[src/rtl/yrs_pkg.sv]
`timescale 1ns / 1ps
`default_nettype none
// ----------------------------------------------------------------------------
// yrs_pkg: shared types and constants of the YUV 4:2:0 to RGB converter
// Sizes, store geometry, opcodes, register indexes, the sequencer states and
// the structs that travel between the front end, coordinate unit and back end.
// ----------------------------------------------------------------------------
package yrs_pkg;

   // Frame limits and store geometry.
   localparam int MAX_WIDTH   = 256;
   localparam int MAX_HEIGHT  = 256;
   localparam int LUMA_DEPTH  = MAX_WIDTH * MAX_HEIGHT;
   localparam int CA_DEPTH    = LUMA_DEPTH / 2;
   localparam int CB_DEPTH    = LUMA_DEPTH / 4;
   localparam int LUMA_AW     = $clog2(LUMA_DEPTH);
   localparam int CA_AW       = $clog2(CA_DEPTH);
   localparam int CB_AW       = $clog2(CB_DEPTH);

   // Field widths.
   localparam int DIM_W       = 9;
   localparam int ORIENT_W    = 3;
   localparam int OP_W        = 2;
   localparam int ADDR_W      = 16;
   localparam int BYTE_W      = 8;
   localparam int PIX_W       = 8;
   localparam int CSR_IDX_W   = 3;
   localparam int CSR_DATA_W  = 9;
   localparam int COORD_W     = $clog2((MAX_WIDTH > MAX_HEIGHT) ? MAX_WIDTH : MAX_HEIGHT);

   // Divider: numerator is an output coordinate times a natural size.
   localparam int NUM_W       = PIX_W + DIM_W;
   localparam int DIV_CNT_W   = $clog2(NUM_W + 1);

   // Front queue.
   localparam int QUEUE_DEPTH = 2;
   localparam int QPTR_W      = $clog2(QUEUE_DEPTH);
   localparam int QCNT_W      = $clog2(QUEUE_DEPTH + 1);

   // BT.601 integer conversion.
   localparam int CONV_W = 20;
   localparam int FRAC_W = 8;
   localparam logic signed [CONV_W-1:0] C_Y     = 298;
   localparam logic signed [CONV_W-1:0] C_RV    = 409;
   localparam logic signed [CONV_W-1:0] C_GU    = 100;
   localparam logic signed [CONV_W-1:0] C_GV    = 208;
   localparam logic signed [CONV_W-1:0] C_BU    = 516;
   localparam logic signed [CONV_W-1:0] C_ROUND = 128;

   typedef enum logic [OP_W-1:0] {
      OP_WR_LUMA = 2'd0,
      OP_WR_CA   = 2'd1,
      OP_WR_CB   = 2'd2,
      OP_READ    = 2'd3
   } op_type;

   typedef enum logic [CSR_IDX_W-1:0] {
      CSR_SRC_WIDTH     = 3'd0,
      CSR_SRC_HEIGHT    = 3'd1,
      CSR_OUT_WIDTH     = 3'd2,
      CSR_OUT_HEIGHT    = 3'd3,
      CSR_ORIENTATION   = 3'd4,
      CSR_CHROMA_FORMAT = 3'd5,
      CSR_LUMA_STRIDE   = 3'd6,
      CSR_CHROMA_STRIDE = 3'd7
   } csr_idx_type;

   typedef enum logic [2:0] {
      ST_IDLE = 3'd0,
      ST_MAP  = 3'd1,
      ST_ADDR = 3'd2,
      ST_RD0  = 3'd3,
      ST_RD1  = 3'd4,
      ST_RD2  = 3'd5,
      ST_MUL  = 3'd6,
      ST_OUT  = 3'd7
   } state_type;

   typedef struct packed {
      logic [DIM_W-1:0]    src_width;
      logic [DIM_W-1:0]    src_height;
      logic [DIM_W-1:0]    out_width;
      logic [DIM_W-1:0]    out_height;
      logic [ORIENT_W-1:0] orientation;
      logic                chroma_format;
      logic [DIM_W-1:0]    luma_stride;
      logic [DIM_W-1:0]    chroma_stride;
   } cfg_type;

   typedef struct packed {
      op_type              op;
      logic [ADDR_W-1:0]   address;
      logic [BYTE_W-1:0]   value;
      logic [PIX_W-1:0]    out_x;
      logic [PIX_W-1:0]    out_y;
   } item_type;

   typedef struct packed {
      logic     valid;
      item_type item;
   } queue_type;

   typedef struct packed {
      logic             start;
      logic [PIX_W-1:0] out_x;
      logic [PIX_W-1:0] out_y;
   } coord_req_type;

   typedef struct packed {
      logic               done;
      logic [COORD_W-1:0] sx;
      logic [COORD_W-1:0] sy;
   } coord_rsp_type;

endpackage
`default_nettype wire

[src/rtl/yrs_if.sv]
`timescale 1ns / 1ps
`default_nettype none
// ----------------------------------------------------------------------------
// yrs_if: channel interfaces of the converter
// Request, response and register write channels with valid/ready handshakes.
// ----------------------------------------------------------------------------
interface yrs_req_if import yrs_pkg::*; ();
   logic             valid;
   logic             ready;
   op_type           op;
   logic [ADDR_W-1:0] address;
   logic [BYTE_W-1:0] value;
   logic [PIX_W-1:0] out_x;
   logic [PIX_W-1:0] out_y;

   modport source(output valid, op, address, value, out_x, out_y, input ready);
   modport sink(input valid, op, address, value, out_x, out_y, output ready);
endinterface

`default_nettype wire

[src/rtl/yrs_front.sv]
`timescale 1ns / 1ps
`default_nettype none
// ----------------------------------------------------------------------------
// yrs_front: request front end
// Accepts request words and holds them in a short queue for the back end.
// ----------------------------------------------------------------------------
module yrs_front import yrs_pkg::*; (
   input  logic      clock,
   input  logic      reset,
   yrs_req_if.sink   req,
   output queue_type q,
   input  logic      pop
);

   item_type          slot_ff [QUEUE_DEPTH];
   logic [QPTR_W-1:0] wr_ptr_ff, wr_ptr_in;
   logic [QPTR_W-1:0] rd_ptr_ff, rd_ptr_in;
   logic [QCNT_W-1:0] count_ff, count_in;
   logic              accept;
   logic              take;
   item_type          item_in;

   // Space check and request capture.
   assign req.ready = (count_ff != QCNT_W'(QUEUE_DEPTH));
   assign accept    = req.valid && req.ready;
   assign take      = pop && (count_ff != '0);

   always_comb begin
      item_in.op      = req.op;
      item_in.address = req.address;
      item_in.value   = req.value;
      item_in.out_x   = req.out_x;
      item_in.out_y   = req.out_y;
   end

   // Pointer and fill bookkeeping.
   always_comb begin
      wr_ptr_in = accept ? wr_ptr_ff + QPTR_W'(1) : wr_ptr_ff;
      rd_ptr_in = take ? rd_ptr_ff + QPTR_W'(1) : rd_ptr_ff;
      count_in  = count_ff;
      if (accept && !take) begin
         count_in = count_ff + QCNT_W'(1);
      end else if (take && !accept) begin
         count_in = count_ff - QCNT_W'(1);
      end
   end

   always_ff @(posedge clock) begin
      if (reset) begin
         wr_ptr_ff <= '0;
         rd_ptr_ff <= '0;
         count_ff  <= '0;
      end else begin
         wr_ptr_ff <= wr_ptr_in;
         rd_ptr_ff <= rd_ptr_in;
         count_ff  <= count_in;
      end
   end

   always_ff @(posedge clock) begin
      if (accept) begin
         slot_ff[wr_ptr_ff] <= item_in;
      end
   end

   // Head of the queue.
   assign q.valid = (count_ff != '0);
   assign q.item  = slot_ff[rd_ptr_ff];

endmodule
`default_nettype wire

[src/flat_wrapper.sv]
// flat-port wrapper written by rule: the top's interface ports become plain ports
module yrs_front_flat import yrs_pkg::*;
  (clock, reset, q, pop, req_valid, req_op, req_address, req_value, req_out_x, req_out_y, req_ready);
  yrs_req_if req_i ();
  input  logic clock;
  input  logic reset;
  output queue_type q;
  input  logic pop;
  input wire logic [$bits(req_i.valid)-1:0] req_valid;
  input wire logic [$bits(req_i.op)-1:0] req_op;
  input wire logic [$bits(req_i.address)-1:0] req_address;
  input wire logic [$bits(req_i.value)-1:0] req_value;
  input wire logic [$bits(req_i.out_x)-1:0] req_out_x;
  input wire logic [$bits(req_i.out_y)-1:0] req_out_y;
  output wire logic [$bits(req_i.ready)-1:0] req_ready;
  assign req_i.valid = req_valid;
  assign req_i.op = req_op;
  assign req_i.address = req_address;
  assign req_i.value = req_value;
  assign req_i.out_x = req_out_x;
  assign req_i.out_y = req_out_y;
  assign req_ready = req_i.ready;
  yrs_front u_core (.clock(clock), .reset(reset), .req(req_i), .q(q), .pop(pop));
endmodule
[config.mk]
export PLATFORM = sky130hd
export DESIGN_NAME = yrs_front_flat
export DESIGN_NICKNAME = d
export VERILOG_FILES = /design/src/rtl/yrs_pkg.sv /design/src/rtl/yrs_if.sv /design/src/rtl/yrs_front.sv /design/src/flat_wrapper.sv
export SDC_FILE = /design/constraint.sdc
export NUM_CORES = 1
export LEC_CHECK = 0
export BUFFER_PORTS_ARGS = -buffer_cell sky130_fd_sc_hd__buf_2
export CORE_MARGIN = 2
export CORE_UTILIZATION = 36
export CTS_CLUSTER_DIAMETER = 100
export DETAILED_ROUTE_END_ITERATION = 10
export PLACE_DENSITY = 0.67
export SLEW_MARGIN = 5
export SYNTH_ARGS = -nofsm -noshare
export SYNTH_HDL_FRONTEND = slang
export SYNTH_SLANG_ARGS = --single-unit
export TNS_END_PERCENT = 5
[constraint.sdc]
create_clock -name clock -period 4.5 [get_ports clock]
set_input_delay 0.45 -clock clock [delete_from_list [all_inputs] [get_ports clock]]
set_output_delay 0.45 -clock clock [all_outputs]
set_load 0.03 [all_outputs]
# Word level (Yosys, flattened, before mapping)
# Memory sizes are Yosys's and may differ from the RTL's. A register that Yosys moved wholly into a read port is not among the register bits.
# Index checks and enable logic that the tools add are counted.
op_classes:
  add_sub_neg: 4
  eq_ne: 1
  mux: 6
  n_reduce_logical: 8
ops:
  columns: ["operator", "count"]
  rows:
  - ["1-bit logical AND", 4]
  - ["1-bit 2-to-1 mux", 4]
  - ["2-bit 2-to-1 mux", 2]
  - ["2-bit nonzero test", 2]
  - ["1-bit adder, second input constant", 2]
  - ["2-bit by 1-bit adder with 2-bit output, second input constant", 1]
  - ["1-bit zero test", 2]
  - ["2-bit inequality test, second input constant", 1]
  - ["2-bit by 1-bit subtractor with 2-bit output, second input constant", 1]
word_totals:
  regBits: 4
  ram_bits: 84
  out_inout_bits: 44
  mem_count: 1
mem_list:
  columns: ["name", "words", "word_bits", "read_ports", "rd_ports_with_merged_regs", "write_ports", "line", "rtl"]
  rows:
  - ["u_core.slot_ff", 2, 42, 1, 1, 1, "yrs_front.sv:15", "item_type slot_ff [QUEUE_DEPTH];"]

# Longest topological paths before layout
# Gate-level depths: netlist of the first run.
logic_depth:
  ltp_word: 6
  mapped_depth: 6

# Worst setup path after synthesis of the first run
# No wires, ideal clock.
synth_path:
  path_type: "register to register"
  start: "register u_core.count_ff[0]"
  end: "memory u_core.slot_ff[1][0] (netlist name) (enable)"
  t_arrival_ps: 1870
  setup_slack_ps: 2226
  path_stages_with_launch: 3
  path_buffers: 0
  period_less_slack_ps: 2274
  cell_sequence: "dfxtp_1 > nand2b_1 > and3_1"
synth_via:
  elab_chain_cells: 4
synth_rtl:
  columns: ["item", "line", "rtl"]
  rows:
  - ["from (decl)", "yrs_front.sv:18", "logic [QCNT_W-1:0] count_ff, count_in;"]
  - ["from (signal assigned)", "yrs_front.sv:56", "count_ff <= count_in;"]
  - ["2-bit inequality test", "yrs_front.sv:24", "assign req.ready = (count_ff != QCNT_W'(QUEUE_DEPTH));"]
  - ["named net req_ready", "flat_wrapper.sv:15", "output wire logic [$bits(req_i.ready)-1:0] req_ready;"]
  - ["1-bit logical AND", "yrs_front.sv:25", "assign accept = req.valid && req.ready;"]
  - ["1-bit 2-to-1 mux", "yrs_front.sv:61", "if (accept) begin"]
  - ["1-bit 2-to-1 mux (not written as such)", "yrs_front.sv:62", "slot_ff[wr_ptr_ff] <= item_in;"]
  - ["to (decl)", "yrs_front.sv:15", null]
# The timed path passes the listed nets, and every way through them passes these cells.

==> impl_metrics.json, run 1 <==
{
  "drive_gt1_share_pct": 58.8,
  "hold_class": "input pin to register",
  "ys_seq_area_share_pct": 80.9,
  "netlist_area_mm2": 0.00324,
  "drt_iter0_markers": 35,
  "grt_util_all_layers_pct": 11.5,
  "root_buffer": "clkbuf_8",
  "finalHoldViolCount": 0,
  "die_height_um": 98.9,
  "ioPinCount": 90,
  "postSynthAreaPerCell_um2": 20.9,
  "grt_first_pass_wirelength_mm": 8.54,
  "grt-ovfl-total": 0,
  "insertion_delay_ns": 0.35,
  "tns_ns": 0,
  "clock_path_buffers": 2,
  "ys_warn_count": 0,
  "diodes": 0,
  "viasPerCell": 4.57,
  "areaGrowthSynthToFinish_pct": 24.1,
  "antenna_found_initial": 0,
  "timing.final.crit_share_pct": 54.2,
  "p_per_area_mw_per_mm2": 594,
  "tightestPinTransition_ns": 1.05,
  "setup_slack_ns": 2.06,
  "vias": 1659,
  "dp_hpwl_mm": 3.23,
  "gp_congestion": 0.627,
  "initial_utilization_pct": 37.2,
  "core-area_mm2": 0.00872,
  "die_area_mm2": 0.00978,
  "max_freq_mhz": 410,
  "port_buffers": 89,
  "skew_ns": 0.0102,
  "drc": 0,
  "cts_repair_resize_count": 0,
  "die_w_um": 98.9,
  "path_class": "register to output pin",
  "synth_nets": 202,
  "drt_wl_total_mm": 5.32,
  "finalSetupViolCount": 0,
  "leakage_nw": 1.50,
  "dp_slack_ns": 2.35,
  "worst_ep_required_time_ns": 4.05,
  "rows": 34,
  "min_period_ns": 2.44,
  "cts_setup_buffers": 0,
  "syn_inst": 155,
  "cp-end-kind": "output pin",
  "cts.sinks": 89,
  "synth_seq_cells": 89,
  "ant_nets": 0,
  "cts.reportedPaths.clkPinSlew_ns": 0.09,
  "cts-htree-levels": 3,
  "worstPathMaxFanout": 42,
  "drt_first_pass_iters": 4,
  "vdd.ir_drop.worst_v": 0.000262,
  "crit_arrival_ns": 1.99,
  "status": "complete, no violations",
  "cts_tree": "yes",
  "wl_per_cell_um": 14.7,
  "rsz0062_at_grt": "false",
  "fillers": 785,
  "slew_headroom_pct": 30.2,
  "cts_buffers": 9,
  "grt_start_max_net_pins": 43,
  "first_global_vias": 1756,
  "layout.nets": 297,
  "yosysUniqueCellTypes": 17,
  "max-cap-violations": 0,
  "cp-start-kind": "register",
  "drv_slew": 0,
  "cts_hold_buf": 0
}
-- kinds of logic (layout without fill, tap and decap cells) --
| family | count (synthesis) | in the layout | share of synthesized area [%] |
|---|---|---|---|
| xor gates and xnor gates | 3 | 3 | 0.810 |
| DFF | 89 | 89 | 80.9 |
| adders and majority gates | 1 | 1 | 0.386 |
| AOI/OAI and AO/OA | 5 | 5 | 0.926 |
| and+or+nand+nor | 9 | 9 | 1.54 |
| muxes | 42 | 42 | 14.6 |
| buffers and inverters | 6 | 106 | 0.887 |
-- layout make-up --
class	instances	area (µm²)	area share, %
flip-flops and latches	89	2620	65.2
multi-input cells	60	593	14.7
repair buffers	89	445	11.1
clock buffers	12	145	3.61
well taps	108	135	3.36
clock inverters	4	77.6	1.93
inverters	1	3.75	0.0933
-- worst max-delay path: stages (launching register included) --
cell     delay, ns
dfxtp_2       1.03
mux2_2        0.43
buf_2         0.18
-- cells in the mapped netlist, drive strengths merged --
cell type  instances  area, µm²
mux2              42        473
or2                1       6.26
nor2               3       11.3
buf                5       25.0
ha                 1       12.5
and3               1       6.26
a21oi              2       10.0
edfxtp            84       2520
or3                1       6.26
o21ai              2       10.0
and2               1       6.26
nand3b             1       7.51
xor2               3       26.3
inv                1       3.75
nand2b             1       6.26
dfxtp              5        100
a21bo              1       10.0
-- through the flow --
step	cells	hold WS (ns)	util (%)	total power [mW]	instance area (µm²)
2_1_floorplan	155	0.471	-	1.63	3240
3_3_place_gp	347	0.489	43.6	1.82	3800
3_5_place_dp	347	0.501	43.6	1.83	3800
4_1_cts	363	0.255	46.1	2.44	4020
5_1_grt	363	0.247	46.1	2.51	4020
6_report	363	0.285	46.1	2.39	4020
-- cells in the final DEF, fill, tap and decap left out, drive strengths merged --
cell type / count
ha: 1
edfxtp: 84
o21ai: 2
clkbuf: 12
or2: 1
nand2b: 1
mux2: 42
or3: 1
nor2: 3
xor2: 3
a21oi: 2
inv: 1
and3: 1
bufinv: 2
and2: 1
a21bo: 1
clkinv: 2
dfxtp: 5
buf: 89
nand3b: 1
-- final timing paths --
kind,cells after the start,end,startpoint,slack [ns]
worst max register to register,2,u_core.slot_ff[1][21],u_core.count_ff[0],2.59
worst min register to register,2,register,u_core.rd_ptr_ff,0.53
worst min-delay path,1,u_core.slot_ff[1][2],req_out_y[2],0.28
worst max-delay path,2,q[21],register,2.06
-- sequential cells by signal, indices dropped and copies added (netlist names), named ones only --
name	flops
u_core.rd_ptr_ff	1
u_core.count_ff	2
u_core.wr_ptr_ff	1
u_core.slot_ff	84
-- power breakdown --
part | switching, mW | total, mW | internal (mW)
registers | 0.0817 | 1.12 | 1.04
logic | 0.423 | 0.675 | 0.252
clock network | 0.267 | 0.598 | 0.331
-- metal layers --
| layer | routed length (µm) | global-route usage, % | vias up |
|---|---|---|---|
| li1 | - | - | 790 |
| met1 | 2170 | 13.5 | 799 |
| met2 | 2680 | 18.2 | 62 |
| met3 | 417 | 5.25 | 8 |
| met4 | 50 | 5.06 | 0 |
| met5 | 0 | 0 | - |
No activity file was read; power rests on OpenSTA's default activity.
==> inputs of run 2 (changes only) <==
- ABC_AREA: default -> 1
- PLACE_DENSITY: 0.67 -> 0.68
- clock period: 4.5 -> 2.2 ns (I/O delays scaled with it)
==> impl_metrics.json, run 2 <==
{
  "hold_ws_ns": 0.0561,
  "layout_commonest_cell": "buf_2",
  "seqPwrFrac_pct": 44.2,
  "top_regs": "u_core.slot_ff x84, u_core.count_ff x2",
  "root_buffer": "clkbuf_8",
  "gp_congestion": 0.687,
  "power.clock.fraction_pct": 23.4,
  "synthArstFlopShare_pct": 0,
  "cts-htree-levels": 3,
  "holdPathStages": 1,
  "yosysUniqueCellTypes": 14,
  "ys_seq_area_share_pct": 75.4,
  "wl_per_cell_um": 14.0,
  "cp-end-kind": "output pin",
  "worstPathMaxFanout": 25,
  "drive_gt1_share_pct": 56.2,
  "largest_reg_flops": 84,
  "p_comb_share_pct": 32.4,
  "cp_cell_sequence": "buf_4 > mux2_2 > buf_2",
  "antenna_found_initial": 0,
  "syn_inst": 168,
  "grt_first_pass_wirelength_mm": 8.41,
  "use_met1_pct": 12.9,
  "synth_top_flop_cell": "edfxtp_1",
  "max_stage_delay_ns": 0.40,
  "synth_top_area_cell": "edfxtp_1",
  "setup_slack_ns": 0.310,
  "netlist_area_mm2": 0.00348,
  "internal_power_mw": 3.38,
  "cpMaxStageDelayCell": "buf_4",
  "crit_family": "buffers and inverters",
  "hold_path.startpoint": "req_out_y[2]",
  "cts_tree": "yes",
  "rsz0062_at_grt": "false",
  "drc": 0,
  "crit_arrival_ns": 1.67,
  "rows": 35,
  "max_freq_mhz": 529,
  "ant_nets": 0,
  "top_usage_layer": "met2",
  "cts_hold_buf": 0,
  "tns_ns": 0,
  "worst_ep_required_time_ns": 1.98,
  "cts_repair_resize_count": 0,
  "vias": 1757,
  "synth_most_common_cell": "edfxtp_1",
  "dp_hpwl_mm": 3.75,
  "dp_slack_ns": 0.661,
  "diodes": 0,
  "viasPerCell": 4.36,
  "path_class": "register to output pin",
  "layout.nets": 316,
  "drt_iter0_markers": 32,
  "status": "complete, no violations",
  "gr-usage-met2_pct": 17.7,
  "finalSetupViolCount": 0,
  "r2r-end": "u_core.count_ff[1]",
  "cp-start-kind": "register",
  "seq_area_mm2": 0.00262,
  "fillers": 838,
  "areaGrowthSynthToFinish_pct": 22.6,
  "drt_first_pass_iters": 4,
  "max-cap-violations": 0,
  "multi_input_comb_area_um2": 747,
  "cts_buffers": 9,
  "rr_worst_depth": 10,
  "grt_util_all_layers_pct": 11.1,
  "cts.sinks": 89,
  "p_per_area_mw_per_mm2": 1170,
  "drv_slew": 0,
  "r2r_start": "u_core.count_ff[0]",
  "finalHoldViolCount": 0,
  "hold-path-endpoint": "u_core.slot_ff[0][2]",
  "ys_warn_count": 0,
  "cts.reportedPaths.clkPinSlew_ns": 0.08,
  "p_sw_share_pct": 32.1,
  "die_height_um": 102,
  "drt_wl_total_mm": 5.65,
  "synth-edff-count": 84,
  "grt-ovfl-total": 0,
  "cts_setup_buffers": 0,
  "postSynthAreaPerCell_um2": 20.7,
  "largest_register": "u_core.slot_ff",
  "cp_num_buf_inv": 2,
  "clock_path_buffers": 2,
  "first_global_vias": 1749,
  "port_buffers": 89,
  "core-area_mm2": 0.00928,
  "hold_class": "input pin to register",
  "synth.top_cells.by_count": "84 x edfxtp_1, 40 x mux2_4, 9 x nand2_1",
  "vdd.ir_drop.worst_v": 0.000567,
  "min_period_ns": 1.89,
  "initial_utilization_pct": 37.4,
  "ff2ff_setup_slack_ns": 0.66,
  "slew_headroom_pct": 69.2,
  "synth_nets": 215,
  "met3_usage_pct": 3.90,
  "synth_seq_cells": 89,
  "switchingPower_mw": 1.60,
  "ioPinCount": 90,
  "insertion_delay_ns": 0.35,
  "die_area_mm2": 0.0105,
  "skew_ns": 0.00556,
  "die_w_um": 102,
  "grt_start_max_net_pins": 30,
  "netlist.area_leader.share_pct": 72.6,
  "synth_area_leaders": "edfxtp_1 73%, mux2_4 17%, dfxtp_1 2.9%",
  "final_cell_mix": "89 x buf_2, 84 x edfxtp_1, 40 x mux2_4, 9 x nand2_1, 9 x clkbuf_8",
  "leakage_nw": 1.70,
  "tightestPinTransition_ns": 0.462,
  "timing.final.crit_share_pct": 85.9
}
==> run 2: power by group through the flow <==
stage	combinational, mW	clock [mW]	sequential (mW)
floorplan	1.31	0	2.23
global placement	1.62	0	2.23
detailed placement	1.64	0	2.25
CTS	1.65	1.21	2.21
global route	1.73	1.28	2.23
finish	1.61	1.16	2.20
==> run 2: cell families (layout without fill, tap and decap cells) <==
kind of cell	count (synthesis)	in the layout	share of synthesized area, %
AOI/OAI and AO/OA	4	4	0.576
adders and majority gates	1	1	0.360
buffers and inverters	13	119	3.49
DFF	89	89	75.5
muxes	42	42	17.9
and+or+nand+nor	19	19	2.20
==> run 2: metal layers <==
metal / part of all wire [%] / wire [µm]
met2: 49 / 2760
met1: 42 / 2370
met4: 2.8 / 156
met3: 6.4 / 363
met5: 0 / 0
==> run 2: metrics by stage <==
step | util, % | total power [mW] | instances | cell area, µm²
after detailed placement | 43.7 | 3.88 | 387 | 4050
after global placement | 43.7 | 3.86 | 387 | 4050
after CTS | 45.9 | 5.06 | 403 | 4260
after global routing | 45.9 | 5.23 | 403 | 4260
after floorplan | - | 3.55 | 168 | 3480
final | 45.9 | 4.98 | 403 | 4260
==> run 2: worst max-delay path by stage <==
stage | startpoint | endpoint | depth (start not counted)
finish | register | q[23] | 3
global route | register | q[23] | 3
CTS | register | q[23] | 3
detailed placement | register | q[23] | 3
global placement | register | q[23] | 3
floorplan | u_core.count_ff[0] | u_core.slot_ff[0][0] | 4
==> run 2: worst reg2reg max path: stages, from the launching register on <==
cell     delay (ns)
dfxtp_1        0.32
inv_1          0.11
nand2_1        0.08
nand2_1        0.21
inv_1          0.11
ha_1           0.32
inv_1          0.08
nand3_1        0.08
nand2_1        0.06
inv_1          0.03
nor2_1         0.08
==> run 2: final cells by class <==
class,instances,share of cell area (%)
sequential,89,61.6
multi-input combinational,66,17.5
timing repair buffer,95,11.5
tap,129,3.79
clock buffer,9,2.91
clock inverter,7,2.00
inverter,8,0.705
