===== config.mk =====
export PLATFORM = sky130hd
export DESIGN_NAME = yrs_coord
export DESIGN_NICKNAME = d
export VERILOG_FILES = /design/src/rtl/yrs_pkg.sv /design/src/rtl/yrs_coord.sv
export SDC_FILE = /design/constraint.sdc
export NUM_CORES = 1
export LEC_CHECK = 0
export BUFFER_PORTS_ARGS = -buffer_cell sky130_fd_sc_hd__buf_2
export CELL_PAD_IN_SITES_DETAIL_PLACEMENT = 0
export CELL_PAD_IN_SITES_GLOBAL_PLACEMENT = 2
export CORE_MARGIN = 2
export CORE_UTILIZATION = 43
export CTS_CLUSTER_SIZE = 30
export DETAILED_ROUTE_END_ITERATION = 6
export GPL_TIMING_DRIVEN = 0
export PLACE_DENSITY_LB_ADDON = 0.1
export SLEW_MARGIN = 20
export SYNTH_ARGS = -nofsm -noshare
export SYNTH_HDL_FRONTEND = slang
export SYNTH_SLANG_ARGS = --single-unit

===== constraint.sdc =====
create_clock -name clock -period 20.5 [get_ports clock]
set_input_delay 2.05 -clock clock [delete_from_list [all_inputs] [get_ports clock]]
set_output_delay 2.05 -clock clock [all_outputs]
set_load 0.02 [all_outputs]

===== src/rtl/yrs_pkg.sv =====
`timescale 1ns / 1ps
`default_nettype none
// ----------------------------------------------------------------------------
// yrs_pkg: shared types and constants of the YUV 4:2:0 to RGB converter
// Sizes, store geometry, opcodes, register indexes, the sequencer states and
// the structs that travel between the front end, coordinate unit and back end.
// ----------------------------------------------------------------------------
package yrs_pkg;

   // Frame limits and store geometry.
   localparam int MAX_WIDTH   = 256;
   localparam int MAX_HEIGHT  = 256;
   localparam int LUMA_DEPTH  = MAX_WIDTH * MAX_HEIGHT;
   localparam int CA_DEPTH    = LUMA_DEPTH / 2;
   localparam int CB_DEPTH    = LUMA_DEPTH / 4;
   localparam int LUMA_AW     = $clog2(LUMA_DEPTH);
   localparam int CA_AW       = $clog2(CA_DEPTH);
   localparam int CB_AW       = $clog2(CB_DEPTH);

   // Field widths.
   localparam int DIM_W       = 9;
   localparam int ORIENT_W    = 3;
   localparam int OP_W        = 2;
   localparam int ADDR_W      = 16;
   localparam int BYTE_W      = 8;
   localparam int PIX_W       = 8;
   localparam int CSR_IDX_W   = 3;
   localparam int CSR_DATA_W  = 9;
   localparam int COORD_W     = $clog2((MAX_WIDTH > MAX_HEIGHT) ? MAX_WIDTH : MAX_HEIGHT);

   // Divider: numerator is an output coordinate times a natural size.
   localparam int NUM_W       = PIX_W + DIM_W;
   localparam int DIV_CNT_W   = $clog2(NUM_W + 1);

   // Front queue.
   localparam int QUEUE_DEPTH = 2;
   localparam int QPTR_W      = $clog2(QUEUE_DEPTH);
   localparam int QCNT_W      = $clog2(QUEUE_DEPTH + 1);

   // BT.601 integer conversion.
   localparam int CONV_W = 20;
   localparam int FRAC_W = 8;
   localparam logic signed [CONV_W-1:0] C_Y     = 298;
   localparam logic signed [CONV_W-1:0] C_RV    = 409;
   localparam logic signed [CONV_W-1:0] C_GU    = 100;
   localparam logic signed [CONV_W-1:0] C_GV    = 208;
   localparam logic signed [CONV_W-1:0] C_BU    = 516;
   localparam logic signed [CONV_W-1:0] C_ROUND = 128;

   typedef enum logic [OP_W-1:0] {
      OP_WR_LUMA = 2'd0,
      OP_WR_CA   = 2'd1,
      OP_WR_CB   = 2'd2,
      OP_READ    = 2'd3
   } op_type;

   typedef enum logic [CSR_IDX_W-1:0] {
      CSR_SRC_WIDTH     = 3'd0,
      CSR_SRC_HEIGHT    = 3'd1,
      CSR_OUT_WIDTH     = 3'd2,
      CSR_OUT_HEIGHT    = 3'd3,
      CSR_ORIENTATION   = 3'd4,
      CSR_CHROMA_FORMAT = 3'd5,
      CSR_LUMA_STRIDE   = 3'd6,
      CSR_CHROMA_STRIDE = 3'd7
   } csr_idx_type;

   typedef enum logic [2:0] {
      ST_IDLE = 3'd0,
      ST_MAP  = 3'd1,
      ST_ADDR = 3'd2,
      ST_RD0  = 3'd3,
      ST_RD1  = 3'd4,
      ST_RD2  = 3'd5,
      ST_MUL  = 3'd6,
      ST_OUT  = 3'd7
   } state_type;

   typedef struct packed {
      logic [DIM_W-1:0]    src_width;
      logic [DIM_W-1:0]    src_height;
      logic [DIM_W-1:0]    out_width;
      logic [DIM_W-1:0]    out_height;
      logic [ORIENT_W-1:0] orientation;
      logic                chroma_format;
      logic [DIM_W-1:0]    luma_stride;
      logic [DIM_W-1:0]    chroma_stride;
   } cfg_type;

   typedef struct packed {
      op_type              op;
      logic [ADDR_W-1:0]   address;
      logic [BYTE_W-1:0]   value;
      logic [PIX_W-1:0]    out_x;
      logic [PIX_W-1:0]    out_y;
   } item_type;

   typedef struct packed {
      logic     valid;
      item_type item;
   } queue_type;

   typedef struct packed {
      logic             start;
      logic [PIX_W-1:0] out_x;
      logic [PIX_W-1:0] out_y;
   } coord_req_type;

   typedef struct packed {
      logic               done;
      logic [COORD_W-1:0] sx;
      logic [COORD_W-1:0] sy;
   } coord_rsp_type;

endpackage
`default_nettype wire


===== src/rtl/yrs_coord.sv =====
`timescale 1ns / 1ps
`default_nettype none
// ----------------------------------------------------------------------------
// yrs_coord: output-to-source coordinate mapper
// Nearest-neighbour scaling by a bit-serial divider, then mirror and rotation.
// ----------------------------------------------------------------------------
module yrs_coord import yrs_pkg::*; (
   input  logic          clock,
   input  logic          reset,
   input  cfg_type       cfg,
   input  coord_req_type creq,
   output coord_rsp_type crsp
);

   logic [DIM_W-1:0]     w_ff, w_in, h_ff, h_in;
   logic [DIM_W-1:0]     nw_ff, nw_in, nh_ff, nh_in;
   logic [DIM_W-1:0]     ow_ff, ow_in, oh_ff, oh_in;
   logic [ORIENT_W-1:0]  orient_ff, orient_in;
   logic [NUM_W-1:0]     numx_ff, numx_in, numy_ff, numy_in;
   logic [DIM_W-1:0]     remx_ff, remx_in, remy_ff, remy_in;
   logic [DIV_CNT_W-1:0] cnt_ff, cnt_in;
   logic                 busy_ff, busy_in;
   logic                 done_ff, done_in;
   logic [COORD_W-1:0]   sx_ff, sx_in, sy_ff, sy_in;

   logic [DIM_W-1:0]     w_c, h_c, nw_c, nh_c, ow_c, oh_c;
   logic [DIM_W:0]       shx, shy;
   logic                 gex, gey;
   logic                 iterate, finish;
   logic [DIM_W-1:0]     lastx, lasty, lastw, lasth, nx, ny, mx;
   logic [DIM_W-1:0]     sx_w, sy_w;

   function automatic logic [DIM_W-1:0] sat_dim(input logic [DIM_W-1:0] v, input int hi);
      logic [DIM_W-1:0] r;
      r = v;
      if (v == '0) begin
         r = DIM_W'(1);
      end else if (int'(v) > hi) begin
         r = DIM_W'(hi);
      end
      return r;
   endfunction

   // Frame geometry taken at start.
   always_comb begin
      w_c  = sat_dim(cfg.src_width, MAX_WIDTH);
      h_c  = sat_dim(cfg.src_height, MAX_HEIGHT);
      nw_c = cfg.orientation[0] ? h_c : w_c;
      nh_c = cfg.orientation[0] ? w_c : h_c;
      ow_c = nw_c;
      oh_c = nh_c;
      if (!cfg.chroma_format) begin
         if (cfg.out_width != '0) begin
            ow_c = sat_dim(cfg.out_width, MAX_WIDTH);
         end
         if (cfg.out_height != '0) begin
            oh_c = sat_dim(cfg.out_height, MAX_HEIGHT);
         end
      end
   end

   // One restoring division step per cycle for each axis.
   always_comb begin
      shx = {remx_ff, numx_ff[NUM_W-1]};
      shy = {remy_ff, numy_ff[NUM_W-1]};
      gex = (shx >= {1'b0, ow_ff});
      gey = (shy >= {1'b0, oh_ff});
   end

   assign iterate = busy_ff && (cnt_ff != DIV_CNT_W'(NUM_W));
   assign finish  = busy_ff && (cnt_ff == DIV_CNT_W'(NUM_W));

   // Clamp to the last natural column or row, then mirror and rotate.
   always_comb begin
      lastx = nw_ff - DIM_W'(1);
      lasty = nh_ff - DIM_W'(1);
      lastw = w_ff - DIM_W'(1);
      lasth = h_ff - DIM_W'(1);
      nx    = (numx_ff > NUM_W'(lastx)) ? lastx : DIM_W'(numx_ff);
      ny    = (numy_ff > NUM_W'(lasty)) ? lasty : DIM_W'(numy_ff);
      mx    = orient_ff[2] ? lastx - nx : nx;
      case (orient_ff[1:0])
         2'd1: begin
            sx_w = ny;
            sy_w = lasth - mx;
         end
         2'd2: begin
            sx_w = lastw - mx;
            sy_w = lasth - ny;
         end
         2'd3: begin
            sx_w = lastw - ny;
            sy_w = mx;
         end
         default: begin
            sx_w = mx;
            sy_w = ny;
         end
      endcase
   end

   // Next values.
   always_comb begin
      w_in      = w_ff;
      h_in      = h_ff;
      nw_in     = nw_ff;
      nh_in     = nh_ff;
      ow_in     = ow_ff;
      oh_in     = oh_ff;
      orient_in = orient_ff;
      numx_in   = numx_ff;
      numy_in   = numy_ff;
      remx_in   = remx_ff;
      remy_in   = remy_ff;
      cnt_in    = cnt_ff;
      busy_in   = busy_ff;
      done_in   = 1'b0;
      sx_in     = sx_ff;
      sy_in     = sy_ff;
      if (creq.start) begin
         w_in      = w_c;
         h_in      = h_c;
         nw_in     = nw_c;
         nh_in     = nh_c;
         ow_in     = ow_c;
         oh_in     = oh_c;
         orient_in = cfg.orientation;
         numx_in   = NUM_W'(creq.out_x) * NUM_W'(nw_c);
         numy_in   = NUM_W'(creq.out_y) * NUM_W'(nh_c);
         remx_in   = '0;
         remy_in   = '0;
         cnt_in    = '0;
         busy_in   = 1'b1;
      end else if (iterate) begin
         numx_in = {numx_ff[NUM_W-2:0], gex};
         numy_in = {numy_ff[NUM_W-2:0], gey};
         remx_in = gex ? DIM_W'(shx - {1'b0, ow_ff}) : DIM_W'(shx);
         remy_in = gey ? DIM_W'(shy - {1'b0, oh_ff}) : DIM_W'(shy);
         cnt_in  = cnt_ff + DIV_CNT_W'(1);
      end else if (finish) begin
         sx_in   = COORD_W'(sx_w);
         sy_in   = COORD_W'(sy_w);
         busy_in = 1'b0;
         done_in = 1'b1;
      end
   end

   always_ff @(posedge clock) begin
      if (reset) begin
         busy_ff <= 1'b0;
         done_ff <= 1'b0;
         cnt_ff  <= '0;
      end else begin
         busy_ff <= busy_in;
         done_ff <= done_in;
         cnt_ff  <= cnt_in;
      end
   end

   always_ff @(posedge clock) begin
      w_ff      <= w_in;
      h_ff      <= h_in;
      nw_ff     <= nw_in;
      nh_ff     <= nh_in;
      ow_ff     <= ow_in;
      oh_ff     <= oh_in;
      orient_ff <= orient_in;
      numx_ff   <= numx_in;
      numy_ff   <= numy_in;
      remx_ff   <= remx_in;
      remy_ff   <= remy_in;
      sx_ff     <= sx_in;
      sy_ff     <= sy_in;
   end

   assign crsp.done = done_ff;
   assign crsp.sx   = sx_ff;
   assign crsp.sy   = sy_ff;

endmodule
`default_nettype wire


Word-level counts from Yosys, hierarchy flattened
Index checks and enable logic that the tools add are counted.

Word-level logic and storage cells: 89. Output and inout bits: 17. Bits in registers: 130. Input bits: 77.

Order comparisons: 8. Bitwise logic cells: 2. Mux-type cells: 29. Reduce and logical (&&, ||, !) cells: 14. $mul: 2. Equal/unequal tests: 6. Add/subtract/negate cells: 12.

Operators with widths (number): $mux 9 (16); $mux 17 (4); $pmux 8 s3 (2); $sub 8x8->8 (5); $gt 9x9->1 const B (4); $logic_not 9->1 (4); $gt 17x9->1 (2); $mul 8x9->17 (2); $mux 8 (3); $ge 10x9->1 (2); $reduce_bool 9->1 (2); $sub 9x1->9 const B (2); $sub 9x9->9 (2); $sub 8x1->8 const B (2); $add 5x1->5 const B (1); $eq 5x5->1 const B (1); $ne 5x5->1 const B (1); $eq 2x2->1 const B (2); $mux 1 (4); $reduce_bool 2->1 (2); $reduce_and 3->1 (1); $reduce_or 3->1 (1); $eq 2x1->1 const B (1); $logic_and 1x1->1 (2); 4 further kinds (5).

Logic depth before layout (Yosys ltp)
Gate-level depths: netlist of the first run.

Depth after elaboration: 7. Depth in mapped cells: 34. Depth with buffers taken out: 32.

Worst setup path before layout of the first run
OpenSTA, ideal clock, no wires.

Path kind: input-to-reg. Start point: in cfg[19] (netlist bit). End point: reg numy_ff[16], data pin. Setup time: 0.260 ns. Slack: 12.973 ns. Stages on the path: 23. Buffers on the path: 3. Required time: 20.240 ns. Arrival: 7.268 ns. Path through: clkbuf_1 buf_1 mux2_2 clkbuf_1 and2_1 ha_1 fa_1 ha_1 inv_1 fa_1 inv_1 ha_1 a21o_1 a21oi_1 o21ai_0 a21oi_1 o21ai_0 a21oi_1 o21ai_0 o41ai_1 o21ai_0 xnor2_1 mux2_2.

Cells in the longest elaborated chain, start to end: 3.

RTL lines: start, declared (RTL line yrs_coord.sv:10) `input cfg_type cfg,`; $mux 9 (RTL line yrs_coord.sv:49) `nh_c = cfg.orientation[0] ? w_c : h_c;`; net nh_c[1] (RTL line yrs_coord.sv:26) `logic [DIM_W-1:0] w_c, h_c, nw_c, nh_c, ow_c, oh_c;`; $mul 8x9->17 (RTL line yrs_coord.sv:129) `numy_in = NUM_W'(creq.out_y) * NUM_W'(nh_c);`; $mux 17 (RTL line yrs_coord.sv:120) `if (creq.start) begin`; net numy_in[16] (RTL line yrs_coord.sv:19) `logic [NUM_W-1:0] numx_ff, numx_in, numy_ff, numy_in;`; end signal, assigned (RTL line yrs_coord.sv:169) `numy_ff <= numy_in;`; end, declared (RTL line yrs_coord.sv:19).

The timed path passes the listed nets, and every way through them passes these cells. A chain may end at the register's enable or synchronous reset.

Final worst setup path of the first run
Start point: reg nw_ff[0]. End point: reg sy_ff[7], data pin.

Cells in the longest elaborated chain, start to end: 7.

RTL lines: start, declared (RTL line yrs_coord.sv:16) `logic [DIM_W-1:0] nw_ff, nw_in, nh_ff, nh_in;`; start signal, assigned (RTL line yrs_coord.sv:163) `nw_ff <= nw_in;`; $sub 9x1->9 * (RTL line yrs_coord.sv:75) `lastx = nw_ff - DIM_W'(1);`; $gt 17x9->1 (RTL line yrs_coord.sv:79) `nx = (numx_ff > NUM_W'(lastx)) ? lastx : DIM_W'(numx_ff);`; $mux 8 (RTL line yrs_coord.sv:79); $sub 8x8->8 (RTL line yrs_coord.sv:81) `mx = orient_ff[2] ? lastx - nx : nx;`; $mux 8 * (RTL line yrs_coord.sv:81); $sub 8x8->8 (RTL line yrs_coord.sv:85) `sy_w = lasth - mx;`; $pmux 8 s3 * (RTL line yrs_coord.sv:82) `case (orient_ff[1:0])`; net sy_w[7] (RTL line yrs_coord.sv:31) `logic [DIM_W-1:0] sx_w, sy_w;`; end signal, assigned (RTL line yrs_coord.sv:173) `sy_ff <= sy_in;`; end, declared (RTL line yrs_coord.sv:24) `logic [COORD_W-1:0] sx_ff, sx_in, sy_ff, sy_in;`.

Mark *: on every way through the listed nets, which the timed path passes. The rest lies on a longest branch.

==> impl_summary.md, run 1 <==
Run status
The run finished with clean final reports.

Routing
The initial DRC count is roughly 650. The routed wire length per instance is 17.78 um. The vias after detailed routing is about 11000. The remaining number of nets flagged by the antenna check after routing is 0. The iteration count of the initial detailed-routing pass is 6. The total detailed-routing wirelength is about 35000 um.

After detailed routing, the number of vias per cell comes to 5.330. After detailed routing, the number of remaining DRC violations is 0.

Logic synthesis
The number of synthesized flops with an enable pin is around 110. The most instantiated flip-flop cell in the synthesis netlist is edfxtp_1. The cell taking the most area after synthesis is edfxtp_1. By area the synthesized netlist is led by edfxtp_1 (23%), fa_1 (13%), ha_1 (12%).

Each instance of the synthesized netlist takes up on average just over 9 um^2. Of all flip-flops after synthesis, the portion carrying an async set or reset was 0%. The number of instances in the synthesized netlist is between 1000 and 1500.

Summed over its instances, the top area cell type makes up a little under a quarter of the synthesized netlist area. The synthesized netlist contains 67 unique library cells. The number of synthesis warnings is 0. Of the synthesized area, sequential elements account for 27.08%. The synthesized netlist occupies a cell area of 13490 um^2. The count of state elements after synthesis is 130. The number of nets in the synthesized netlist is 1782.

CTS
The tree is rooted in a clkbuf_16. The number of hold buffers added after CTS was 0. The number of clock buffers inserted by TritonCTS is 17. The clock tree from TritonCTS is done.

The clock insertion delay at the later pin of the skew report is roughly 430 ps. The H-tree generated during clock tree synthesis spans 4 levels. No sink is reached through more buffers than the 2 on the longest clock path. The post-CTS setup buffer count is 0. After clock tree synthesis, the repair step resized 0 gates. Clock-pin slew was measured on the worst setup and hold paths at approximately 60 ps. The clock drives between 100 and 150 sinks.

STA
Measured against its own limit, the worst slew margin works out to around 31%. The part of the cycle the worst path needs is 40.32%. For the final database, setup skew stands at 8.775 ps.

Setup repair after global routing left no endpoint under its margin. Setup violations remaining at the end of the flow were counted as 0. The achievable frequency is between 100 and 150 MHz.

After layout, the minimum clock period comes to slightly above 8000 ps. The final number of max-transition violations came to 0. The slew of the pin with the lowest slew margin is ~1000 ps. Summed over all failing endpoints, the final setup total negative slack is 0 ps. The number of failing hold endpoints at the final stage is 0.

Floorplanning
The total I/O pin count is 94. The count of standard-cell rows is between 60 and 70. The area of the die is roughly 33000 um^2. The overall die height is approximately 180 um. The floorplan step defined a core boundary enclosing 30750 um^2.

The starting utilization of the core area is 43.87%. The floorplan step set the die width to around 180 um.

Setup path
Data on the critical path arrives at its endpoint at approximately 8600 ps. For this design, the slowest cell found on the critical path is a221oi_1. The critical path class is register to register. The delay of the slowest critical-path stage is 920 ps.

The worst setup path is captured at a register. The required time at the worst-slack endpoint is 20800 ps. The most numerous cell type found on the critical path is a21o_1. The biggest fanout along the worst timing path is 10. The most critical setup path has its startpoint at nw_ff[0]$_DFFE_PP_.

The nature of the critical path startpoint is a register. The worst reg2reg path startpoint is nw_ff[0]$_DFFE_PP_.

Layout
The area overhead of the layout relative to synthesis is 10.68%. For this run, the post-layout net count is ~1900. In the final layout, the share of cells above drive strength 1 is slightly below 10%. The number of diodes added for antenna fixing is 0. The finished layout holds 1977 standard cells, fillers aside. The most common library cell in the layout ignoring fill and taps is nand2_1. In the layout the commonest cells are nand2_1 (183), inv_1 (181), ha_1 (134).

Min path
The tightest min-delay check is of the register to register type. The beginning of the worst hold path is remx_ff[8]$_SDFFE_PP0P_.

Pwr
Summed over all cells, the static leakage comes to ~6.7 nW. Across the VDD grid, the largest voltage drop is between 0.04 and 0.05 mV. The power density relative to cell area is slightly below 80 nW/um^2. The design draws about 0.0012 W.

GRT
The first global-routing pass estimated 56660 um of wire. Global routing consumed, over all layers together, 22.00% of the routing resources. The largest net degree at the start of global routing is between 50 and 60.

The via count of the first global-routing pass was around 10000. The number of antenna violations at the first check in global routing is 2. Global routing finished with a remaining overflow of 0.

Placement
The post-DP HPWL is roughly 28000 um. The total instance count after detailed placement is between 1500 and 2000. The final RePlAce weighted congestion is 0.8754. Buffers placed on the I/O ports in this run total 65.

Flow run
The number of max-cap violations is 0.
==> metrics by stage <==
stage	util, %	instance area, um^2	setup slack [ps]	hold WS (ps)
after global routing	48.56	14930	11630	480.4
after floorplan	-	13490	12970	436.7
after CTS	48.56	14930	12250	466.6
after global placement	46.54	14310	11900	446.0
final	48.56	14930	12240	471.1
after detailed placement	46.59	14330	11890	458.4
==> final timing paths <==
kind,to,slack (ps),cells after the start
max,sy_ff[7]$_DFFE_PP_,12240,30
min,remx_ff[8]$_SDFFE_PP0P_,470,2
max reg2reg,sy_ff[7]$_DFFE_PP_,12240,30
min reg2reg,remx_ff[8]$_SDFFE_PP0P_,470,2
==> layer usage <==
metal	vias to the layer above	share of wire, %	GRT usage, %
met2	185	46	35.94
met4	4	1.0	4.780
met5	-	0.077	0
met1	5071	50	31.43
met3	24	3.1	2.540
li1	5253	-	-
==> cell type report <==
class,instances,area (um^2)
buffer,60,245.2
clock buffer,20,446.7
tap,396,495.5
sequential,130,3654
timing repair buffer,66,335.3
clock inverter,12,158.9
multi-input combinational,1109,8906
inverter,184,690.7
fill,3035,15820
==> critical path: cells and delay by family (launching register included) <==
kind,cells,cell delay [ps]
AO/OA/AOI/OAI,14,3860
XOR/XNOR,3,770
adder cells (fa/ha/maj),3,930
buffers and inverters,3,660
flip-flops,1,510
multiplexers,1,120
AND/OR/NAND/NOR,6,1280
==> registers in the layout, summed over array words and instances, names as in the netlist <==
register and cells:
h_ff 8, ow_ff 9, numy_ff 17, nh_ff 9, remx_ff 9, sy_ff 8, remy_ff 9, nw_ff 9
busy_ff 1, done_ff 1, oh_ff 9, numx_ff 17, sx_ff 8, orient_ff 3, cnt_ff 5, w_ff 8
==> synthesized netlist by cell type, types with 4 or more instances <==
cell	n
clkbuf_1	42
xor2_1	37
a21o_1	33
nand4_1	13
dfxtp_1	25
edfxtp_1	105
mux2i_1	24
a211o_1	6
a21boi_0	6
o211ai_1	6
nand3_1	8
o31ai_1	7
nand2b_1	6
inv_1	182
nand2_1	183
nor2b_1	45
a211oi_1	17
buf_1	14
a221oi_1	9
a31oi_1	5
or4_1	7
a21oi_1	70
a22oi_1	6
o21a_1	4
ha_1	134
nor4_1	10
mux2_2	40
o21ai_0	81
nor3_1	27
nor2_1	77
a221o_1	4
and2_1	63
or2_2	4
fa_1	88
xnor2_1	38
==> where the power goes <==
part / total, W / switching (W) / leakage (nW) / internal [W]
logic: 0.000491 / 0.000277 / 5.16 / 0.000214
clock network: 0.000316 / 0.000121 / 0.279 / 0.000195
registers: 0.000366 / 0.0000315 / 1.23 / 0.000335
total: 0.00117 / 0.000429 / 6.67 / 0.000744
==> cell families after synthesis <==
kind of cell,Yosys count,synth area share [%]
flip-flops,130,27.08
multiplexers,64,5.120
AO/OA/AOI/OAI,284,13.53
AND/OR/NAND/NOR,461,16.56
adder cells (fa/ha/maj),223,25.56
buffers and inverters,244,6.938
XOR/XNOR,77,5.203
No activity file was read; power rests on OpenSTA's default activity.
==> inputs of run 2 (changes only) <==
- CORE_UTILIZATION: 43 -> 36
- clock period: 20.5 -> 7.3 ns (I/O delays scaled with it)
==> impl_summary.md, run 2 (synthesis results as in run 1) <==
STA
The number of failing hold endpoints at the final stage is 0. For the final routed database, the setup TNS stands at 0 ps. The setup clock skew after layout is 10.35 ps. Setup violations remaining at the end of the flow were counted as 0. The minimum period implied by the final worst setup slack is between 6000 and 7000 ps. The part of the cycle the worst path needs is between 90 and 100%. The worst max-slew margin expressed relative to the limit is 27.57%. The achievable frequency is 145.7 MHz.

The final number of max-transition violations is 0. At the pin with the least slew margin, the transition time is around 1100 ps. Setup repair after global routing left no endpoint under its margin.

Layout
In the final layout, flip-flops and latches occupy 3654 um^2. The layout net count is ~1900. The layout has approximately 3700 filler cells. The utilization after layout is roughly two fifths.

Excluding fillers, the count of instances in the completed layout stands at between 2000 and 2500. The area overhead of the layout relative to synthesis is 13.78%. The largest registers in the layout are numx_ff x17, numy_ff x17.

The top cell types in the final layout, fill and taps aside, are nand2_1 (182), inv_1 (181), ha_1 (132). The multi-input combinational cells in the finished layout cover a total of roughly 9000 um^2. Leaving out fill and tap cells, the most frequent cell in the layout is nand2_1. The post-route netlist has between 10% and 20% of its cells at a drive strength greater than 1.

CTS
The longest clock path from root to sink contains 2 buffers. The depth of the CTS H-tree is 4. The tree is rooted in a clkbuf_16. The number of clock buffers added by TritonCTS is 17.

The tree built by TritonCTS fans out to 130 sinks. Clock-pin slew was measured on the worst setup and hold paths at ~70 ps. The clock tree from TritonCTS is done.

The clock insertion delay at the later pin of the skew report is between 400 and 500 ps.

Setup path
Counting both buffers and inverters, the worst setup path holds a total of 3. The worst setup path is captured at a register. The worst setup path is launched from a register. The slowest library cell on the worst path is edfxtp_1. The critical path is of the register to register type. The data arrival time of the worst path is ~7100 ps. The required time at the worst-slack endpoint is approximately 7500 ps.

On the critical path the largest part of the delay comes from compound AO/OA/AOI/OAI gates. The biggest fanout along the worst timing path is 10. The delay of the slowest critical-path stage is 510 ps. The worst reg-to-reg setup slack is around 430 ps.

Pwr
Sequential cells account for about 30% of the total power. Of the total power, the share spent switching nets is 36.90%. The part of the total power dissipated in combinational logic is 42.2%.

In this run, the clock network consumes approximately 28% of the power. The internal cell power is ~0.0022 W. The switching power is approximately 0.0013 W.

VDD sags by at most roughly 0.17 mV. For this design the static power due to leakage is slightly below 7 nW. Power spread over the standard cell area amounts to around 220 nW/um^2.

Floorplanning
During I/O placement, the number of pins put on the boundary was between 90 and 100. The count of standard-cell rows is 70. The starting utilization of the core area is between 30% and 40%. The core region area is roughly 37000 um^2. The area of the die is approximately 39000 um^2. Measured along the y axis, the die boundary spans between 150 and 200 um. The width of the chip is slightly below 200 um.

GRT
The number of antenna violations at the first check in global routing was 3. The via count of the first global-routing pass is 10525. The first global-routing pass estimated 59460 um of wire.

Global routing finished with a remaining overflow of 0. The largest net degree at the start of global routing is 57. The overall fraction of global-route tracks in use is between 10% and 20%.

Placement
In this run the tool buffered the top-level ports with between 60 and 70 buffer cells. Summed over all nets, the half-perimeter wirelength after detailed placement is 30050 um. The final RePlAce weighted congestion is around 0.85.

The total instance count after detailed placement is 2018.

Routing
The detail route stage leaves a number of antenna-violating nets equal to 0. Dividing the detail-routed wire length by the instance count gives approximately 18 um. In the routed design, unresolved DRC markers number 0. The per-cell via count in the routed design is 5.167. The total detailed-routing wirelength is ~37000 um. The iteration count of the initial detailed-routing pass is 5. After the first detailed-routing iteration, the DRC count stood at 570. The vias after detailed routing is roughly 11000.

Flow run
The number of max-cap violations is 0.

Run status
The run finished with clean final reports.

Min path
The worst hold-check path type is register to register.
run 2: power groups by stage:
stage,sequential [W],combinational [W],clock (W)
CTS,0.00103,0.00143,0.000968
detailed placement,0.00104,0.00139,0
floorplan,0.00100,0.00106,0
global placement,0.00104,0.00139,0
global route,0.00104,0.00164,0.00100
finish,0.00103,0.00144,0.000948
run 2: layout make-up:
class,count,area share (%)
Clock buffer,18,2.861
Antenna cell,2,0.03261
Multi-Input combinational cell,1109,59.10
Buffer,59,1.671
Tap cell,468,3.815
Sequential cell,130,23.80
Clock inverter,14,1.321
Timing Repair Buffer,81,2.902
Inverter,184,4.500
run 2: what timing repair did:
item / CTS / global route
pin swaps: 2 / 12
hold buffers: 0 / 0
setup endpoints to repair: 6 / 5
setup buffers: 5 / 9
gates resized for setup: 13 / 27
run 2: worst paths after layout:
check / start / endpoint / cells after the start
min reg2reg: remx_ff[8]$_SDFFE_PP0P_ / remx_ff[8]$_SDFFE_PP0P_ / 2
min: remx_ff[8]$_SDFFE_PP0P_ / remx_ff[8]$_SDFFE_PP0P_ / 2
max reg2reg: nw_ff[5]$_DFFE_PP_ / sy_ff[7]$_DFFE_PP_ / 32
max: nw_ff[5]$_DFFE_PP_ / sy_ff[7]$_DFFE_PP_ / 32
run 2: per-stage QoR:
step	hold WS [ps]	area [um^2]	setup WS (ps)	total power [W]
after floorplan	436.7	13490	441.1	0.002068
after global placement	449.0	14400	-1006	0.002433
after detailed placement	456.2	14420	-767.7	0.002437
after CTS	455.4	15170	8.635	0.003424
after global routing	463.3	15350	26.60	0.003682
final	463.7	15350	434.9	0.003422
run 2: layer usage:
metal	vias to the layer above	part of all wire (%)	track usage [%]	wire length, um
met4	2	1.9	5.375	715
met3	35	3.4	2.407	1270
met5	-	0.019	0	7
met2	175	46	31.95	17060
met1	5164	49	28.20	18430
li1	5293	-	-	-
run 2: worst reg2reg max path: cells and delay by family, from the launching register on:
kind                       cells  cell delay [ps]
and+or+nand+nor                9             1590
adders and majority gates      4             1090
DFF                            1              510
AOI/OAI and AO/OA             13             2570
buffers and inverters          3              380
xor gates and xnor gates       3              470
==> inputs of run 3 (changes only) <==
- ABC_AREA: default -> 1
- CORE_UTILIZATION: 36 -> 34
==> impl_summary.md, run 3 <==
CTS
After clock tree synthesis, the clock-pin slew on the worst setup and hold paths is around 60 ps. The quantity of hold-fixing buffers added after cts is 0. Clock tree synthesis selected as its root buffer the cell clkbuf_16.

The clock tree synthesis step divided the H-tree into 4 levels. The clock tree from TritonCTS is done. The number of clock sinks is 130. The clock passes through at most 2 buffers. In this run, CTS created clock tree buffers numbering 17.

The later pin in the worst-skew pair is clocked with a latency of 440 ps.

Flow run
The number of max-cap violations is 0.

GRT
The number of antenna violations at the first check in global routing is 0. The via count of the first global-routing pass is approximately 10000. The first global-routing pass estimated a little under 60000 um of wire.

The overall fraction of global-route tracks in use is between 10% and 20%. The largest net degree at the start of global routing is 55. The total overflow reported by the global router is 0.

Setup path
At the worst endpoint, the required time is about 7500 ps. The nature of the critical path startpoint is a register. The worst setup path is captured at a register. The delay of the slowest critical-path stage is ~470 ps. Of all nets on the critical path, the largest fanout is 10. The cell count of the worst reg-to-reg path is 37. The data arrival time of the worst path is about 7000 ps. Among all stages on the critical path, the largest delay is contributed by o21ai_0. The setup path with the least slack is of type register to register.

Placement
The total of buffers placed on input and output ports is between 60 and 70. The final RePlAce weighted congestion is approximately 0.84. The post-DP HPWL is roughly 31000 um. The placed instances occupy a cell area of between 10000 and 15000 um^2.

Logic synthesis
The most instantiated flip-flop cell in the synthesis netlist is edfxtp_1. The simple-gate area share of the yosys netlist is approximately a fifth. Synthesis produced 1630 cells. Summing the areas of all fa, ha and maj instances in the mapped netlist gives around a quarter of the synthesized area. The most common cell in the synthesized netlist is nand2_1. In this run, synthesis inferred roughly 110 flip-flops with an integrated enable. The top cell type's share of synthesized area is about a quarter. The cell taking the most area after synthesis is edfxtp_1. The multiplexer area fraction after synthesis is 0%.

The number of synthesis warnings is 0. The commonest cells after synthesis are nand2_1 (349), inv_1 (300), nor2_1 (174). The net count after synthesis is about 1900. Sorting the synthesized cells by area gives the leading types as edfxtp_1 (24%), fa_1 (14%), ha_1 (13%).

The post-synthesis instance area is around 13000 um^2. In this run, synthesis produced a sequential element count of 130. In this run the mean area of a mapped cell was 7.918 um^2.

By area, the combinational part of the netlist is dominated by adder cells. The parity-gate share of the synthesized area counting xor and xnor cells is roughly 3.9%. After synthesis, the share of flip-flops with an asynchronous set or reset is 0%. The share of the synthesized area in compound gates (AO/OA/AOI/OAI) is roughly a tenth. Summing the sequential cell areas from Yosys gives between 20% and 30% of the chip area. The count of unique library cells instantiated by Yosys is 51.

STA
The slew of the pin with the lowest slew margin is ~1100 ps. The accumulated negative setup slack is 0 ps. The achievable frequency is 150.8 MHz. The final setup violation count is 0. The setup clock skew after layout is approximately 16 ps. The worst max-slew margin expressed relative to the limit is a little over a quarter. Setup repair after global routing left no endpoint under its margin. The final number of max-transition violations is 0. The number of failing hold endpoints at the final stage is 0.

In the finished design, the share of the clock period the worst path needs comes to roughly 91%. The minimum period implied by the final worst setup slack is 6631 ps.

Pwr
The static leakage is 7.002 nW. VDD sags by at most approximately 0.16 mV. The design draws between 0.003 and 0.004 W. The power density relative to cell area is 207.9 nW/um^2.

Layout
The area overhead of the layout relative to synthesis is 13.06%. The design area is around 15000 um^2. The fraction of layout cells with a size suffix above 1 is ~8.0%. 0 antenna diodes ended up in the layout. The largest registers in the layout are numx_ff x17, numy_ff x17. Counting the fill cells in the layout gives between 3000 and 4000. The most common library cell in the layout ignoring fill and taps is nand2_1. The register cell area after layout is 3654 um^2.

The utilization after layout is around two fifths. The net count of the finished layout is 2020. Leaving out fill and tap cells, the most frequent cells in the layout are nand2_1 (349), inv_1 (299), nor2_1 (174). Summing all multi-input logic gate instances after layout gives between 7000 and 8000 um^2.

Floorplanning
The floorplan step defined a die boundary enclosing just under 40000 um^2. The starting utilization of the core area is between 30% and 40%. Measured along the y axis, the die boundary spans between 150 and 200 um. The die is 198.8 um wide. In this run the count of I/O pins placed on the die edge is 94. The total area inside the core boundary comes to about 37000 um^2.

The count of standard-cell rows is 71.

Routing
The initial DRC count is between 400 and 500. In the routed layout, each cell is associated on average with a via count of 4.707. The remaining design rule violation count is 0. After detailed routing, the total wire length is roughly 37000 um.

The vias after detailed routing is roughly 11000. In this run the remaining antenna-violating nets after routing total 0. In the final routed layout, each cell accounts on average for between 15 and 20 um. The iteration count of the initial detailed-routing pass is 5.

Run status
The flow ran to the end, and the final reports show no timing, DRC or antenna violations.

Min path
The number of cells on the worst hold path is 2. The worst hold-check path type is register to register.
==> run 3: cell count changes in the layout (fill, tap and decap cells not counted), moves of 21 or more <==
cell,previous run,this run
nor2_1,77,174
nand2_1,182,349
and2_1,62,0
inv_1,181,299
nand3_1,8,54
clkbuf_1,41,20
o21ai_0,78,111
mux2_2,40,0
a21o_1,33,2
nor2b_1,45,0
mux2i_1,24,0
==> run 3: repair_timing <==
item,in CTS,in global routing
setup endpoints to repair,0,1
gates resized for setup,0,1
setup buffers,0,0
==> run 3: routing by layer <==
metal  share of wire [%]  vias up  GRT usage (%)
met2                  45      140          31.52
met5                   0        -              0
li1                    -     5443              -
met4                 1.7        0          5.252
met1                  51     4955          27.90
met3                 2.5       29          1.933
==> run 3: final cells by class <==
type | count | share of cell area (%)
inverter | 306 | 7.872
sequential | 130 | 25.04
clock buffer | 18 | 3.010
clock inverter | 14 | 1.312
buffer | 32 | 0.9518
timing repair buffer | 72 | 2.813
multi-input combinational | 1162 | 54.62
tap | 511 | 4.382
==> run 3: metrics by stage <==
step | std cells | worst slack [ps] | hold slack (ps)
finish | 2245 | 668.7 | 466.8
global route | 2245 | 97.03 | 458.4
global placement | 2210 | 95.32 | 452.4
detailed placement | 2213 | 81.58 | 458.5
CTS | 2245 | 529.4 | 448.4
floorplan | 1630 | 1607 | 429.8
==> run 3: worst paths after layout <==
check	endpoint	startpoint	slack, ps
hold reg to reg	cnt_ff[4]$_SDFFE_PP0P_	cnt_ff[4]$_SDFFE_PP0P_	470
setup reg to reg	sx_ff[7]$_DFFE_PP_	nw_ff[0]$_DFFE_PP_	670
hold / removal	cnt_ff[4]$_SDFFE_PP0P_	cnt_ff[4]$_SDFFE_PP0P_	470
setup / recovery	sx_ff[7]$_DFFE_PP_	nw_ff[0]$_DFFE_PP_	670
==> run 3: report_power, final <==
part / switching [W] / internal [W]
Clock: 0.000361 / 0.000558
Combinational: 0.000711 / 0.000430
Sequential: 0.0000580 / 0.000916
==> run 3: worst max-delay path: cells and delay by family, from the launching register on <==
family          cells  cell delay (ps)
simple gates       17             2170
compound gates      6             1150
fa+ha+maj           4             1040
buf+inv             7              810
xor+xnor            3              740
flops               1              440
==> run 3: cell families (layout without fill, tap and decap cells) <==
family	after synthesis	in the layout
buffers and inverters	338	442
AO/OA/AOI/OAI	245	245
flip-flops	130	130
adder cells (fa/ha/maj)	222	222
XOR/XNOR	58	58
AND/OR/NAND/NOR	637	637
